[config.mk]
export PLATFORM = sky130hd
export DESIGN_NAME = escape_sequence_unescaper_unit
export DESIGN_NICKNAME = d
export VERILOG_FILES = /design/src/esu_pkg.sv /design/src/escape_sequence_unescaper_unit.sv /design/src/esu_front.sv /design/src/esu_queue.sv /design/src/esu_back.sv
export SDC_FILE = /design/constraint.sdc
export NUM_CORES = 1
export LEC_CHECK = 0
export ABC_AREA = 1
export BUFFER_PORTS_ARGS = -buffer_cell sky130_fd_sc_hd__buf_2
export CAP_MARGIN = 10
export CELL_PAD_IN_SITES_DETAIL_PLACEMENT = 1
export CELL_PAD_IN_SITES_GLOBAL_PLACEMENT = 2
export CORE_MARGIN = 4
export CORE_UTILIZATION = 44
export CTS_BUF_LIST = sky130_fd_sc_hd__clkbuf_16
export CTS_CLUSTER_DIAMETER = 50
export DETAILED_ROUTE_END_ITERATION = 7
export GPL_TIMING_DRIVEN = 0
export PLACE_DENSITY = 0.88
export SKIP_CTS_REPAIR_TIMING = 1
export SYNTH_ARGS = -nofsm -noshare
export SYNTH_HDL_FRONTEND = slang
export SYNTH_SLANG_ARGS = --single-unit
[constraint.sdc]
create_clock -name clk -period 8.8 [get_ports clk]
set_input_delay 0.44 -clock clk [delete_from_list [all_inputs] [get_ports clk]]
set_output_delay 0.44 -clock clk [all_outputs]
set_load 0.005 [all_outputs]
[src/esu_pkg.sv]
`timescale 1ns / 1ps
`default_nettype none
package esu_pkg;

  // Most bytes that one input byte can release: three UTF-8 bytes of a
  // flushed hex escape followed by the byte that ended it.
  localparam int MAX_BYTES = 4;

  localparam logic [7:0] CH_NUL   = 8'h00;
  localparam logic [7:0] CH_BSL   = 8'h5C;
  localparam logic [7:0] CH_DQUOT = 8'h22;
  localparam logic [7:0] CH_SQUOT = 8'h27;
  localparam logic [7:0] CH_ZERO  = 8'h30;
  localparam logic [7:0] CH_A     = 8'h61;
  localparam logic [7:0] CH_B     = 8'h62;
  localparam logic [7:0] CH_F     = 8'h66;
  localparam logic [7:0] CH_N     = 8'h6E;
  localparam logic [7:0] CH_R     = 8'h72;
  localparam logic [7:0] CH_T     = 8'h74;
  localparam logic [7:0] CH_V     = 8'h76;
  localparam logic [7:0] CH_X     = 8'h78;
  localparam logic [7:0] CH_U     = 8'h75;

  localparam logic [7:0] CTL_BEL = 8'h07;
  localparam logic [7:0] CTL_BS  = 8'h08;
  localparam logic [7:0] CTL_HT  = 8'h09;
  localparam logic [7:0] CTL_LF  = 8'h0A;
  localparam logic [7:0] CTL_VT  = 8'h0B;
  localparam logic [7:0] CTL_FF  = 8'h0C;
  localparam logic [7:0] CTL_CR  = 8'h0D;

  // One queued command: count bytes from bytes[0] upward; last marks the
  // final byte of the command as the end of the string.
  typedef struct packed {
    logic [2:0]           count;
    logic                 last;
    logic [3:0][7:0]      bytes;
  } cmd_t;

  typedef struct packed {
    logic [1:0]      len;
    logic [2:0][7:0] bytes;
  } utf8_t;

endpackage
`default_nettype wire

[src/escape_sequence_unescaper_unit.sv]
`timescale 1ns / 1ps
`default_nettype none
// Channel | Dir | Beat payload
// s_*     | in  | tdata[7:0] = in_byte (string byte, zero ends the string)
// m_*     | out | tdata[7:0] = out_byte, tlast = is_last (terminator beat)
//
// One input beat is taken per cycle while the command queue has room; the
// decoder keeps the escape state and turns each beat into zero to four
// output bytes in the same cycle.
// The output stage sends one byte per cycle from its current command while
// the output side takes it; the input side keeps running until the queue
// of QUEUE_DEPTH commands fills.
// Reset is synchronous and active high; it returns the decoder to normal
// mode and empties the queue and the output stage.
// Either side may stall at any time; data waiting at the output is held
// steady until it is taken.
module escape_sequence_unescaper_unit
  import esu_pkg::*;
#(
  parameter int QUEUE_DEPTH = 4
) (
  input  wire logic       clk,
  input  wire logic       rst,
  input  wire logic       s_tvalid,
  output logic            s_tready,
  input  wire logic [7:0] s_tdata,   // [7:0] in_byte
  output logic            m_tvalid,
  input  wire logic       m_tready,
  output logic [7:0]      m_tdata,   // [7:0] out_byte
  output logic            m_tlast
);

  cmd_t cmd;
  cmd_t head_cmd;
  logic cmd_push;
  logic q_not_full;
  logic q_not_empty;
  logic q_pop;
  logic in_fire;

  // Each accepted beat may need one queue slot, so the input is held off
  // only when the queue is full.
  assign s_tready = q_not_full;
  assign in_fire  = s_tvalid && s_tready;

  // Front end: escape state machine and byte expansion.
  esu_front u_front (
    .clk      (clk),
    .rst      (rst),
    .in_fire  (in_fire),
    .in_byte  (s_tdata),
    .cmd      (cmd),
    .cmd_push (cmd_push)
  );

  // Commands that carry at least one byte wait here for the output stage.
  esu_queue #(
    .DEPTH (QUEUE_DEPTH)
  ) u_queue (
    .clk       (clk),
    .rst       (rst),
    .push      (cmd_push),
    .push_cmd  (cmd),
    .pop       (q_pop),
    .head_cmd  (head_cmd),
    .not_full  (q_not_full),
    .not_empty (q_not_empty)
  );

  // Back end: sends the bytes of each command, one byte per output beat.
  esu_back u_back (
    .clk        (clk),
    .rst        (rst),
    .head_cmd   (head_cmd),
    .head_valid (q_not_empty),
    .pop        (q_pop),
    .out_valid  (m_tvalid),
    .out_ready  (m_tready),
    .out_byte   (m_tdata),
    .out_last   (m_tlast)
  );

endmodule
`default_nettype wire

[src/esu_front.sv]
`timescale 1ns / 1ps
`default_nettype none
module esu_front
  import esu_pkg::*;
(
  input  wire logic       clk,
  input  wire logic       rst,
  input  wire logic       in_fire,
  input  wire logic [7:0] in_byte,
  output cmd_t            cmd,
  output logic            cmd_push
);

  localparam logic [1:0] MODE_NORMAL = 2'd0;
  localparam logic [1:0] MODE_ESCAPE = 2'd1;
  localparam logic [1:0] MODE_HEX    = 2'd2;

  logic [1:0]  mode, mode_next;
  logic [15:0] hex_accum, hex_accum_next;
  logic [2:0]  digits_seen, digits_seen_next;
  logic        is_long_hex, is_long_hex_next;

  logic        dig_ok;
  logic [3:0]  dig_val;
  logic [15:0] acc_shift;
  logic [2:0]  digits_inc;
  logic [2:0]  limit;
  logic        do_flush;
  logic [15:0] flush_val;
  utf8_t       enc;
  logic        esc_prefix;
  logic        plain_on;
  logic        plain_emit;
  logic [7:0]  plain_val;
  logic        plain_last;
  logic [1:0]  head_len;
  logic [2:0][7:0] head;

  function automatic utf8_t utf8_enc(input logic [15:0] v);
    utf8_t r;
    r = '0;
    if (v == 16'h0000) begin
      r.len = 2'd0;
    end else if (v < 16'h0080) begin
      r.len      = 2'd1;
      r.bytes[0] = v[7:0];
    end else if (v < 16'h0800) begin
      r.len      = 2'd2;
      r.bytes[0] = {3'b110, v[10:6]};
      r.bytes[1] = {2'b10, v[5:0]};
    end else begin
      r.len      = 2'd3;
      r.bytes[0] = {4'b1110, v[15:12]};
      r.bytes[1] = {2'b10, v[11:6]};
      r.bytes[2] = {2'b10, v[5:0]};
    end
    return r;
  endfunction

  always_comb begin
    dig_ok  = 1'b1;
    dig_val = in_byte[3:0];
    if (in_byte >= 8'h30 && in_byte <= 8'h39) begin
      dig_val = in_byte[3:0];
    end else if ((in_byte >= 8'h61 && in_byte <= 8'h66) ||
                 (in_byte >= 8'h41 && in_byte <= 8'h46)) begin
      dig_val = in_byte[3:0] + 4'd9;
    end else begin
      dig_ok = 1'b0;
    end
  end

  assign acc_shift  = {hex_accum[11:0], dig_val};
  assign digits_inc = digits_seen + 3'd1;
  assign limit      = is_long_hex ? 3'd4 : 3'd2;
  assign enc        = utf8_enc(flush_val);

  always_comb begin
    mode_next        = mode;
    hex_accum_next   = hex_accum;
    digits_seen_next = digits_seen;
    is_long_hex_next = is_long_hex;
    do_flush         = 1'b0;
    flush_val        = hex_accum;
    esc_prefix       = 1'b0;
    plain_on         = 1'b0;
    plain_emit       = 1'b0;
    plain_val        = in_byte;
    plain_last       = 1'b0;

    case (mode)
      MODE_ESCAPE: begin
        mode_next  = MODE_NORMAL;
        plain_emit = 1'b1;
        case (in_byte)
          CH_A:     plain_val = CTL_BEL;
          CH_B:     plain_val = CTL_BS;
          CH_F:     plain_val = CTL_FF;
          CH_N:     plain_val = CTL_LF;
          CH_R:     plain_val = CTL_CR;
          CH_T:     plain_val = CTL_HT;
          CH_V:     plain_val = CTL_VT;
          CH_ZERO:  plain_val = CH_NUL;
          CH_DQUOT: plain_val = CH_DQUOT;
          CH_SQUOT: plain_val = CH_SQUOT;
          CH_BSL:   plain_val = CH_BSL;
          CH_X, CH_U: begin
            plain_emit       = 1'b0;
            mode_next        = MODE_HEX;
            hex_accum_next   = '0;
            digits_seen_next = '0;
            is_long_hex_next = (in_byte == CH_U);
          end
          default: begin
            plain_emit = 1'b0;
            esc_prefix = 1'b1;
            plain_on   = 1'b1;
          end
        endcase
      end
      MODE_HEX: begin
        if (dig_ok) begin
          hex_accum_next   = acc_shift;
          digits_seen_next = digits_inc;
          if (digits_inc >= limit) begin
            do_flush = 1'b1;
            flush_val = acc_shift;
          end
        end else begin
          do_flush = 1'b1;
          plain_on = 1'b1;
        end
        if (do_flush) begin
          hex_accum_next   = '0;
          digits_seen_next = '0;
          mode_next        = MODE_NORMAL;
        end
      end
      default: begin
        mode_next = MODE_NORMAL;
        plain_on  = 1'b1;
      end
    endcase

    // Ordinary byte handling: the terminator ends the string, a backslash
    // opens an escape, anything else passes.
    if (plain_on) begin
      if (in_byte == CH_NUL) begin
        plain_emit = 1'b1;
        plain_last = 1'b1;
      end else if (in_byte == CH_BSL) begin
        mode_next = MODE_ESCAPE;
      end else begin
        plain_emit = 1'b1;
      end
    end
  end

  // The head of a command is either a passed-through backslash or the UTF-8
  // bytes of a flushed hex value; never both.
  always_comb begin
    head     = '0;
    head_len = 2'd0;
    if (esc_prefix) begin
      head[0]  = CH_BSL;
      head_len = 2'd1;
    end else if (do_flush) begin
      head     = enc.bytes;
      head_len = enc.len;
    end
  end

  always_comb begin
    cmd          = '0;
    cmd.bytes[0] = head[0];
    cmd.bytes[1] = head[1];
    cmd.bytes[2] = head[2];
    if (plain_emit) begin
      cmd.bytes[head_len] = plain_val;
    end
    cmd.count = {1'b0, head_len} + {2'b00, plain_emit};
    cmd.last  = plain_last;
  end

  assign cmd_push = in_fire && (cmd.count != 3'd0);

  always_ff @(posedge clk) begin
    if (rst) begin
      mode        <= MODE_NORMAL;
      hex_accum   <= '0;
      digits_seen <= '0;
      is_long_hex <= 1'b0;
    end else if (in_fire) begin
      mode        <= mode_next;
      hex_accum   <= hex_accum_next;
      digits_seen <= digits_seen_next;
      is_long_hex <= is_long_hex_next;
    end
  end

  // A digit count never passes the limit of the escape that is open.
  assert property (@(posedge clk) disable iff (rst)
    (mode == MODE_HEX) |-> (digits_seen < limit))
    else $error("hex digit count reached its limit without a flush");

endmodule
`default_nettype wire

[src/esu_queue.sv]
`timescale 1ns / 1ps
`default_nettype none
module esu_queue
  import esu_pkg::*;
#(
  parameter int DEPTH = 4
) (
  input  wire logic clk,
  input  wire logic rst,
  input  wire logic push,
  input  cmd_t      push_cmd,
  input  wire logic pop,
  output cmd_t      head_cmd,
  output logic      not_full,
  output logic      not_empty
);

  localparam int PTR_W = (DEPTH > 1) ? $clog2(DEPTH) : 1;
  localparam int CNT_W = $clog2(DEPTH + 1);

  cmd_t             slots [DEPTH];
  logic [PTR_W-1:0] wr_ptr;
  logic [PTR_W-1:0] rd_ptr;
  logic [CNT_W-1:0] fill;

  assign not_full  = (fill != CNT_W'(DEPTH));
  assign not_empty = (fill != '0);
  assign head_cmd  = slots[rd_ptr];

  always_ff @(posedge clk) begin
    if (push) begin
      slots[wr_ptr] <= push_cmd;
    end
  end

  always_ff @(posedge clk) begin
    if (rst) begin
      wr_ptr <= '0;
      rd_ptr <= '0;
      fill   <= '0;
    end else begin
      if (push) begin
        wr_ptr <= (wr_ptr == PTR_W'(DEPTH - 1)) ? '0 : wr_ptr + PTR_W'(1);
      end
      if (pop) begin
        rd_ptr <= (rd_ptr == PTR_W'(DEPTH - 1)) ? '0 : rd_ptr + PTR_W'(1);
      end
      if (push && !pop) begin
        fill <= fill + CNT_W'(1);
      end else if (pop && !push) begin
        fill <= fill - CNT_W'(1);
      end
    end
  end

  assert property (@(posedge clk) disable iff (rst) push |-> not_full)
    else $error("command pushed into a full queue");

  assert property (@(posedge clk) disable iff (rst) pop |-> not_empty)
    else $error("command popped from an empty queue");

endmodule
`default_nettype wire

[src/esu_back.sv]
`timescale 1ns / 1ps
`default_nettype none
module esu_back
  import esu_pkg::*;
(
  input  wire logic       clk,
  input  wire logic       rst,
  input  cmd_t            head_cmd,
  input  wire logic       head_valid,
  output logic            pop,
  output logic            out_valid,
  input  wire logic       out_ready,
  output logic [7:0]      out_byte,
  output logic            out_last
);

  cmd_t       cur;
  logic       cur_valid;
  logic [1:0] idx;
  logic       at_end;
  logic       fire;

  assign at_end    = (({1'b0, idx} + 3'd1) == cur.count);
  assign fire      = cur_valid && out_ready;
  assign pop       = head_valid && (!cur_valid || (fire && at_end));
  assign out_valid = cur_valid;
  assign out_byte  = cur.bytes[idx];
  assign out_last  = cur.last && at_end;

  always_ff @(posedge clk) begin
    if (pop) begin
      cur <= head_cmd;
    end
  end

  always_ff @(posedge clk) begin
    if (rst) begin
      cur_valid <= 1'b0;
      idx       <= '0;
    end else if (pop) begin
      cur_valid <= 1'b1;
      idx       <= '0;
    end else if (fire) begin
      if (at_end) begin
        cur_valid <= 1'b0;
        idx       <= '0;
      end else begin
        idx <= idx + 2'd1;
      end
    end
  end

  assert property (@(posedge clk) disable iff (rst)
    cur_valid |-> (cur.count != 3'd0 && cur.count <= 3'(MAX_BYTES)))
    else $error("empty or oversized command in the output stage");

  assert property (@(posedge clk) disable iff (rst)
    cur_valid |-> ({1'b0, idx} < cur.count))
    else $error("byte index ran past the command");

endmodule
`default_nettype wire
# ---- Word-level counts from Yosys, hierarchy flattened
# Memory sizes are Yosys's and may differ from the RTL's. A register that Yosys moved wholly into a read port is not among the register bits.
# Index checks and enable logic that the tools add are counted.
dict set report word_totals {
  reg_bits 32
  out_inout_bits 11
  mem_count 1
  elab_cells 152
  in_bits 12
  mem_bits_rw 144
}
# name depth word_bits rd rd_clocked_by_memory_dff wr line_no
set memory_table {}
lappend memory_table {u_queue.slots 4 36 1 1 1 esu_queue.sv:21} ;# cmd_t slots [DEPTH];
dict set report classes {
  n_lt_le_gt_ge 12
  n_eq_ne 21
  add_sub_neg 9
  reduce_logical 32
  muxes 68
}
# cell count
set op_table {}
lappend op_table {{16-bit two-way mux} 8}
lappend op_table {{8-bit case mux with 11 select lines} 1}
lappend op_table {{8-bit by 7-bit == test with 1-bit output (second input constant)} 10}
lappend op_table {{24-bit two-way mux} 2}
lappend op_table {{8-bit two-way mux} 6}
lappend op_table {{32-bit bitwise mux} 1}
lappend op_table {{32-bit two-way mux} 1}
lappend op_table {{16-bit case mux with 2 select lines} 1}
lappend op_table {{8-bit by 6-bit == test with 1-bit output (second input constant)} 3}
lappend op_table {{2-bit two-way mux} 12}
lappend op_table {{1-bit two-way mux} 22}
lappend op_table {{3-bit two-way mux} 6}
lappend op_table {{8-bit binary-select mux with 2-bit select} 1}
lappend op_table {{8-bit demux with 2-bit select} 1}
lappend op_table {{8-bit by 7-bit >= comparator with 1-bit output (second input constant)} 2}
lappend op_table {{8-bit by 7-bit <= comparator with 1-bit output (second input constant)} 2}
lappend op_table {{16-bit logical NOT} 1}
lappend op_table {{16-bit by 12-bit < comparator with 1-bit output (second input constant)} 1}
lappend op_table {{16-bit by 8-bit < comparator with 1-bit output (second input constant)} 1}
lappend op_table {{14-bit two-way mux} 1}
lappend op_table {{13-bit OR reduction} 1}
lappend op_table {{1-bit logical AND} 12}
lappend op_table {{11-bit OR reduction} 1}
lappend op_table {{8-bit by 6-bit >= comparator with 1-bit output (second input constant)} 1}
lappend op_table {{29 further kinds} 44}

# ---- Logic depth before layout (Yosys ltp)
# Gate-level depths: netlist (run 1).
dict set report logic_depth {
  ltp_word 21
  ltp_mapped 31
  mapped_depth_nobuf 29
}

# ---- Modules after synthesis
# A second synthesis (run 1) with hierarchy kept.
dict set report hier_totals {
  hier_cells 958
  hier_area_um2 10184.8
}
# mod cells_each area_per_inst_um2 n_inst seq_area_each_um2
set by_module_without_submodules {}
lappend by_module_without_submodules {esu_queue 408 6103.4 1 4504.3}
lappend by_module_without_submodules {esu_front 430 2523.7 1 440.4}
lappend by_module_without_submodules {esu_back 118 1550.2 1 1141.1}
lappend by_module_without_submodules {escape_sequence_unescaper_unit 2 7.5 1 0.0}

# ---- Least setup slack after synthesis (run 1)
# No wires, ideal clock.
dict set report synth_path {
  kind {flip-flop to flip-flop}
  start {reg u_front.digits_seen[0]}
  end {mem u_queue.slots[0][0] (netlist name) (enable)}
  path_slack_ns 3.777
  t_required_ns 8.371
  stages_incl_launch_ff 23
  n_path_buf 2
  arrival_time_ns 4.593
  synth_period_minus_slack_ns 5.023
  setup_time_ns 0.429
  path_cell_list {dfxtp_1 ha_1 xor2_1 ha_1 inv_1 o21bai_1 nor2_1 nor2_2 buf_2 nand3_2 nand2_2 nand2_2 nor2_4 inv_1 nor2_1 nand2_1 nand3_2 buf_6 nand2_8 ha_1 ha_1 o31ai_1 nor2_1}
}
# item line_no
set synth_rtl {}
lappend synth_rtl {{start, declared} esu_front.sv:20} ;# logic [2:0] digits_seen, digits_seen_next;
lappend synth_rtl {{start signal, assigned} esu_front.sv:196} ;# digits_seen <= digits_seen_next;
lappend synth_rtl {{end, declared} esu_queue.sv:21}

==> metrics, run 1 <==
ys async rst share 0; Peak VDD IR ~0.13 mV; crit end category register; die area 24600 µm²; Post-synth EDFFs 180; clock share of power 0.316; R2R setup slack roughly 3200 ps; CP Launch Type register; slowest CP cell o31ai_2; Setup TNS 0 ps; Crit path top cell by count ha_1; Post-synth top cells edfxtp_1 (180), nand2_1 (156), nor2_1 (138); clk_skew around 16 ps; final setup violation count 0; GRT overflow 0; Int Pwr roughly 2.1 mW; sequential fraction of the synthesis area 0.621; R2R Path Start u_front.digits_seen[0]; layout cells sized above 1 0.113; pin count of the biggest net entering global routing 38; switching pwr slightly below 1 mW; routed via count 7206; top cells by area, synth edfxtp_1 (55%), dfxtp_1 (6.6%), nand2_1 (6.0%); Sw Share 0.319; die width about 160 µm; Syn Nets approximately 1000; Comb pwr share 0.236; WL per Instance roughly 20 µm; CTS tree yes; final core utilization 0.510; effective utilization at floorplan 0.446; Worst Tran Pin Value around 1100 ps; initial drt markers 475; Tmin final ~5600 ps; Max-cap violations 0; Slew Viols, Final 0; syn_area_per_cell 10.1 µm²; Sequential Power Share 0.448; top-area cell type share of the netlist area 0.555; Hold Vio Cnt, Final 0; PnR worst setup slack 3220 ps; RSZ-0062 raised after global routing false; Cell Area, Synth between 9000 and 10000 µm²; Mapped Cells approximately 960; Pre-antenna DRT Iters 4; CP Data Required Time a little over 9000 ps; outcome completed; nets between 1000 and 1500; CP Launch Point u_front.digits_seen[0]; FP Rows 54; Worst path max stage delay 920 ps; Root Buffer clkbuf_16; antenna-violating nets left 0; Max Root-Sink Buffers 3; GRT Overall Usage 0.223; initial antenna violation count 0; pre-CTS setup slack between 3000 and 4000 ps; Yosys cell types 42; clk_lat worst skew 520 ps; total power roughly 3.1 mW; area delta synth->final 14.3%; WS Path Type register to register; via/cell ratio around 5.5; most frequent cell after synthesis edfxtp_1; ANT cells 0; Routed WL 26900 µm; CTS Buf Count 26; FF-to-FF path depth 25; Filler Cells Inserted ~2400; first-pass GRT wire length approximately 42000 µm; ys flop type edfxtp_1; crit share post-route 0.634; Yosys Warn Count 0; GPL Wtd Cong about 0.84; Hold WC Path Type input port to register; core footprint ~22000 µm²; Fmax achieved roughly 180 MHz; CP Data Arrival Time around 6000 ps; hpwl dp around 20000 µm; Residual DRC 0; Worst R2R End u_queue.fill[1]; worst setup path endpoint u_queue.fill[1]; Clock transition at path regs 60 ps; I/O Pins 23; Yosys reg bits roughly 210; Max-slew headroom 0.278; number of port buffers 21; die height between 150 and 200 µm; leakage 4.18 nW; CP max FO 10; vias in the first global route 7585; clock sinks approximately 210; PD cells between 200 and 300 nW/µm²; H-tree levels 1; leading area contributor after synthesis edfxtp_1
final cells by class:
class                   instances  area, µm²  share of cell area
plain buffers                  40        190              0.0171
clock buffers                  27        676              0.0607
clock inverters                21        119              0.0107
inverters                      87        327              0.0293
multi-input cells             624       3220               0.289
flip-flops and latches        212       6050               0.543
well taps                     280        350              0.0315
repair buffers                 27        210              0.0189
state kept, by name, indices dropped and copies added (netlist names):
| register | flops |
|---|---|
| u_queue.slots | 144 |
| u_front.is_long_hex | 1 |
| u_queue.fill | 3 |
| u_back.idx | 2 |
| u_back.out_valid | 1 |
| u_queue.rd_ptr | 2 |
| u_back.cur | 36 |
| u_front.digits_seen | 3 |
| u_front.mode | 2 |
| u_front.hex_accum | 16 |
| u_queue.wr_ptr | 2 |
metal layers:
layer	up-vias	track usage	share of wire
met5	-	0	0
met2	170	0.402	0.51
met4	0	0.0504	0.016
met3	29	0.0271	0.044
met1	3540	0.289	0.43
li1	3467	-	-
power by group through the flow:
stage               Sequential [mW]  Combinational (mW)  Clock (mW)
floorplan                      1.38               0.423           0
global placement               1.39               0.657           0
detailed placement             1.39               0.719           0
CTS                            1.37               0.728       0.986
global route                   1.38               0.804        1.04
finish                         1.37               0.722       0.967
worst max-delay path, delay by kind of cell, from the launching register on:
kind | cells | cell delay (ps)
buffers and inverters | 5 | 700
xor gates and xnor gates | 1 | 150
DFF | 1 | 330
and+or+nand+nor | 8 | 1120
adders and majority gates | 6 | 1710
AOI/OAI and AO/OA | 5 | 1430
logic make-up after synthesis:
logic type                 synth area share
xor gates and xnor gates            0.00450
adders and majority gates            0.0265
AOI/OAI and AO/OA                     0.123
and+or+nand+nor                       0.173
DFF                                   0.621
buffers and inverters                0.0531
worst min path at each step:
stage	start	endpoint	slack, ps	cells past startpoint
5_1_grt	rst	u_queue.wr_ptr[0]	260	2
3_5_place_dp	u_front.hex_accum[15]	u_front.hex_accum[15]	460	2
6_report	rst	u_queue.wr_ptr[0]	240	2
3_3_place_gp	u_front.hex_accum[12]	u_front.hex_accum[12]	450	2
4_1_cts	s_tvalid	u_front.mode[1]	240	4
2_1_floorplan	u_front.hex_accum[12]	u_front.hex_accum[12]	450	2
layout by cell type (no fill, tap or decap), types with 8 or more instances in the layout:
cell       instances
dfxtp_1           32
nand4_1           12
inv_1             85
buf_2             26
clkbuf_16         27
clkbuf_1          29
a21oi_1           37
nand3_1           43
o21ai_1           10
nand2_1          156
edfxtp_1         180
nor2_1           133
ha_1              19
o22ai_1           48
o21ai_0          111
nor2_4             8
stage by stage:
step                      hold WS (ps)  area [µm²]  instances
after floorplan                    445        9740        963
after global placement             455       10200       1264
after detailed placement           456       10300       1269
after CTS                          243       11100       1317
after global routing               256       11100       1318
final                              238       11100       1318
Note: power is estimated with default switching activity, not from simulation.
==> run 2: changes to the inputs <==
--- a/config.mk
+++ b/config.mk
@@ -11,12 +11,12 @@
 export CELL_PAD_IN_SITES_DETAIL_PLACEMENT = 1
 export CELL_PAD_IN_SITES_GLOBAL_PLACEMENT = 2
 export CORE_MARGIN = 4
-export CORE_UTILIZATION = 44
+export CORE_UTILIZATION = 37
 export CTS_BUF_LIST = sky130_fd_sc_hd__clkbuf_16
 export CTS_CLUSTER_DIAMETER = 50
 export DETAILED_ROUTE_END_ITERATION = 7
 export GPL_TIMING_DRIVEN = 0
-export PLACE_DENSITY = 0.88
+export PLACE_DENSITY = 0.79
 export SKIP_CTS_REPAIR_TIMING = 1
 export SYNTH_ARGS = -nofsm -noshare
 export SYNTH_HDL_FRONTEND = slang
==> constraint.sdc (replaced) <==
create_clock -name clk -period 5.1 [get_ports clk]
set_input_delay 0.255 -clock clk [delete_from_list [all_inputs] [get_ports clk]]
set_output_delay 0.255 -clock clk [all_outputs]
set_load 0.005 [all_outputs]
==> run 2 against run 1 <==
Net effect: design area increased by 2.5%; sequential cell count unchanged; global-route usage decreased by 4.1 points; clock power increased by 94%; worst hold slack got worse by 210 ps; die area increased by 18%; fmax increased by 17%; cell count increased by 4.5%; register-to-register slack got worse by 2900 ps; largest cell class unchanged.
==> metrics, run 2 (synthesis results as in run 1) <==
Worst path max stage delay 460 ps (-460 ps); Peak VDD IR 0.263 mV (+110%); max reg flops 144 (unchanged); GRT Overall Usage 0.182 (-0.0411); hpwl dp 19100 µm (-2.6%); first-pass GRT wire length 41000 µm (-3.1%); Pre-antenna DRT Iters 5 (+1); I/O Pins 23 (unchanged); CTS tree yes; Slew Viols, Final 0 (unchanged); CTS Buf Count 27 (+3.8%); pre-CTS setup slack -573 ps (-3800 ps); WS Path Type register to register; FP Rows 59 (+9.3%); CP max FO 10 (unchanged); outcome completed; R2R setup slack 340 ps (-2880 ps); die area 29000 µm² (+18%); Root Buffer clkbuf_16; WHS 24.1 ps (-213 ps); Clock transition at path regs 60 ps (about the same); crit share post-route 0.933 (+0.298); CP Data Arrival Time 5180 ps (-800 ps); layout cells sized above 1 0.131 (+0.0178); core footprint 26000 µm² (+19%); PnR worst setup slack 343 ps (-2880 ps); crit end category register; Hold Vio Cnt, Final 0 (unchanged); GPL Wtd Cong 0.818 (-3.2%); Max-slew headroom 0.282 (+0.00406); initial drt markers 400 (-16%); Fmax achieved 210 MHz (+17%); die width 170 µm (+8.6%); Reg with most FFs u_queue.slots; Max-cap violations 0 (unchanged); most frequent cells in the layout edfxtp_1 (180), nand2_1 (154), nor2_1 (130), o21ai_0 (110), inv_1 (80); H-tree levels 1 (unchanged); effective utilization at floorplan 0.375 (-0.0715); CP Data Required Time 5520 ps (-3680 ps); pin count of the biggest net entering global routing 37 (-2.6%); clk_lat worst skew 530 ps (about the same); most common cell after layout, fill and taps aside edfxtp_1; CP Launch Type register; Max Root-Sink Buffers 3 (unchanged); GRT overflow 0 (unchanged); Regs by FF count u_queue.slots x144, u_back.cur x36, u_front.hex_accum x16; final setup violation count 0 (unchanged); number of port buffers 21 (unchanged); antenna-violating nets left 0 (unchanged); clock sinks 212 (unchanged); initial antenna violation count 0 (unchanged); PD cells 481 nW/µm² (+75%); clk_skew 18.0 ps (+1.50 ps); Hold WC Path Type input port to register; Residual DRC 0 (unchanged); slowest CP cell fa_2; Worst Tran Pin Value 1050 ps (-26.8 ps); leakage 4.21 nW (+0.94%); Tmin final 4760 ps (-825 ps); vias in the first global route 7227 (-4.7%); Routed WL 26600 µm (-1.2%); WL per Instance 19.3 µm (-5.5%); die height 170 µm (+8.6%); routed via count 7065 (-2.0%); nets 1055 (+0.48%); area delta synth->final 17.3%; via/cell ratio 5.13 (-6.2%); ANT cells 0 (unchanged)
[run 2: path summary, 6_finish.rpt]
check	from	depth (start not counted)	endpoint
min	rst	2	u_front.hex_accum[10]
max	u_front.digits_seen[0]	26	u_queue.fill[1]
max reg2reg	u_front.digits_seen[0]	26	u_queue.fill[1]
min reg2reg	u_front.hex_accum[12]	2	u_front.hex_accum[12]
[run 2: final cells by class]
type                            instances  area [µm²]
Fill cell                            2907       14600
Sequential cell                       212        6050
Multi-Input combinational cell        624        3290
Clock buffer                           27         676
Tap cell                              335         419
Inverter                               87         327
Timing Repair Buffer                   31         243
Clock inverter                         21         219
Buffer                                 40         200
[run 2: report_power, final]
part           internal [mW]  total (mW)  switching (mW)
Sequential              2.27        2.35          0.0816
Combinational          0.370        1.26           0.895
Clock                   1.13        1.88           0.750
[run 2: through the flow]
step	total power, mW	util	instances	cell area (µm²)	TNS [ps]
2_1_floorplan	3.10	-	963	9740	0
3_3_place_gp	3.56	0.395	1319	10300	-263590
3_5_place_dp	3.64	0.401	1324	10400	-13680
4_1_cts	5.54	0.435	1372	11300	-17620
5_1_grt	5.79	0.440	1377	11400	-11.5
6_report	5.50	0.440	1377	11400	0
[run 2: layer usage]
metal / routed length [µm] / GRT usage
met5: 0 / 0
met2: 13100 / 0.316
met3: 1100 / 0.0253
met1: 11800 / 0.243
met4: 594 / 0.0431
[run 2: worst max-delay path: cells and delay by family (launching register included)]
| family | cells | cell delay (ps) |
|---|---|---|
| adder cells (fa/ha/maj) | 6 | 1600 |
| AND/OR/NAND/NOR | 9 | 1060 |
| AO/OA/AOI/OAI | 5 | 860 |
| buffers and inverters | 5 | 590 |
| flip-flops | 1 | 330 |
| XOR/XNOR | 1 | 170 |
==> run 3: changes to the inputs <==
--- a/config.mk
+++ b/config.mk
@@ -16,6 +16,7 @@
 export CTS_CLUSTER_DIAMETER = 50
 export DETAILED_ROUTE_END_ITERATION = 7
 export GPL_TIMING_DRIVEN = 0
+export HOLD_SLACK_MARGIN = 0.15
 export PLACE_DENSITY = 0.79
 export SKIP_CTS_REPAIR_TIMING = 1
 export SYNTH_ARGS = -nofsm -noshare
==> run 3 against run 2 <==
Net effect: first-iteration DRC count up 4.3%; register-to-register slack barely moved; clock power barely moved; global-route usage unchanged; utilization increased by 0.12 points; wire length about the same; die area is the same; critical endpoint unchanged; largest power group unchanged; highest routed layer unchanged.
==> metrics, run 3 (synthesis results as in run 1) <==
Max-cap violations 0 (unchanged); I/O Pins 23 (unchanged); Inst Count DP 1324 (unchanged); die height 170 µm (unchanged); FF-to-FF path depth 26 (unchanged); Pre-antenna DRT Iters 5 (unchanged); Hold Vio Cnt, Final 0 (unchanged); die area 29000 µm² (unchanged); total power 5.49 mW (about the same); ANT cells 0 (unchanged); R2R setup slack 340 ps (about the same); Seq. cell area 6050 µm² (unchanged); final instance area 11500 µm² (+0.26%); final setup violation count 0 (unchanged); Regs by FF count u_queue.slots x144, u_back.cur x36, u_front.hex_accum x16; via/cell ratio 5.13 (about the same); initial drt markers 417 (+4.3%); CTS tree yes; layout cells sized above 1 0.130 (-0.000375); CP Data Arrival Time 5180 ps (about the same); WL per Instance 19.3 µm (-0.19%); routed via count 7083 (+0.25%); CP max FO 10 (unchanged); Filler Cells Inserted 2910 (+0.10%); Peak VDD IR 0.263 mV (+0.27%); first-pass GRT wire length 41000 µm (unchanged); GPL Wtd Cong 0.818 (unchanged); CP Launch Type register; area delta synth->final 17.6%; clk_skew 18.3 ps (+0.326 ps); Reg with most FFs u_queue.slots; hpwl dp 19100 µm (unchanged); vias in the first global route 7227 (unchanged); die width 170 µm (unchanged); placed cell area 10400 µm² (unchanged); crit share post-route 0.933 (about the same); Tmin final 4760 ps (+0.197 ps); R2R Path Start u_front.digits_seen[0]; Root Buffer clkbuf_16; min-delay src s_tdata[0]; PD cells 480 nW/µm² (-0.30%); Max-slew headroom 0.282 (about the same); hold endpoint u_front.hex_accum[0]; leakage 4.23 nW (+0.30%); core footprint 26000 µm² (unchanged); CP Data Required Time 5520 ps (about the same); Worst Tran Pin Value 1050 ps (+0.328 ps); clk_lat worst skew 530 ps (about the same); Residual DRC 0 (unchanged); CTS Buf Count 27 (unchanged); number of port buffers 21 (unchanged); pin count of the biggest net entering global routing 37 (unchanged); final non-filler cell total 1380 (+0.22%); clock sinks 212 (unchanged); max reg flops 144 (unchanged); Fmax achieved 210 MHz (about the same); GRT Overall Usage 0.182 (unchanged); WS Path Type register to register; Max Root-Sink Buffers 3 (unchanged); Hold WC Path Type input port to register; antenna-violating nets left 0 (unchanged); Worst R2R End u_queue.fill[1]; most frequent cells in the layout edfxtp_1 (180), nand2_1 (154), nor2_1 (130), o21ai_0 (110), inv_1 (80); outcome completed; Multi-input gate area 3290 µm² (unchanged); Clock transition at path regs 60 ps (about the same); Routed WL 26600 µm (about the same); effective utilization at floorplan 0.375 (unchanged); Slew Viols, Final 0 (unchanged); GRT overflow 0 (unchanged); H-tree levels 1 (unchanged); nets 1058 (+0.28%); Min-Delay Path Depth 5 (+3); initial antenna violation count 0 (unchanged); FP Rows 59 (unchanged); Setup TNS 0 ps (unchanged); most common cell after layout, fill and taps aside edfxtp_1; crit end category register
[run 3: cell count changes in the layout (fill, tap and decap cells not counted)]
| cell | before | now |
|---|---|---|
| dlygate4sd3_1 | 0 | 3 |
[run 3: through the flow]
| stage | utilization | worst slack [ps] | hold WS [ps] |
|---|---|---|---|
| after global routing | 0.441 | -11.5 | 235 |
| final | 0.441 | 342 | 230 |
| after detailed placement | 0.401 | -573 | 459 |
| after CTS | 0.435 | -599 | 28.4 |
| after global placement | 0.395 | -1950 | 456 |
| after floorplan | - | 77.5 | 324 |
[run 3: worst max path at each step]
stage / endpoint / from / slack (ps)
5_1_grt: u_queue.fill[2] / u_front.digits_seen[0] / -10
4_1_cts: u_queue.fill[1] / u_front.digits_seen[0] / -600
3_5_place_dp: u_queue.fill[1] / u_front.digits_seen[0] / -570
6_report: u_queue.fill[1] / u_front.digits_seen[0] / 340
3_3_place_gp: u_queue.slots[3][11] / u_front.digits_seen[0] / -1950
2_1_floorplan: u_queue.slots[0][0] / u_front.digits_seen[0] / 80
[run 3: area by class of cell]
type | instances | share of cell area
Clock buffer | 27 | 0.0590
Timing Repair Buffer | 34 | 0.0238
Multi-Input combinational cell | 624 | 0.288
Buffer | 40 | 0.0175
Clock inverter | 21 | 0.0191
Tap cell | 335 | 0.0366
Sequential cell | 212 | 0.528
Inverter | 87 | 0.0285
[run 3: metal layers]
layer	up-vias	GRT usage	wire [µm]
met3	31	0.0253	967
met4	0	0.0431	554
met5	-	0	0
met2	119	0.316	13100
li1	3484	-	-
met1	3449	0.243	12000
[run 3: report_power, final]
group	switching, mW	leakage, nW	internal (mW)
Sequential	0.0814	1.92	2.27
Combinational	0.894	1.88	0.371
Clock	0.748	0.429	1.13
[run 3: critical path, stage by stage (launching register included)]
cell	delay, ps
dfxtp_1	330
ha_2	200
xor2_2	170
ha_1	270
inv_1	100
o21bai_2	80
nor2_4	190
nor2_4	60
nand2_2	80
buf_6	140
nand2_1	60
nand2_1	130
nand3_1	150
nor2_4	180
o21ai_2	150
nand3_2	140
buf_8	150
nand2_8	80
ha_2	210
ha_4	250
o31ai_4	410
inv_1	90
ha_1	210
inv_1	120
fa_2	460
o21ai_0	160
a21oi_1	60
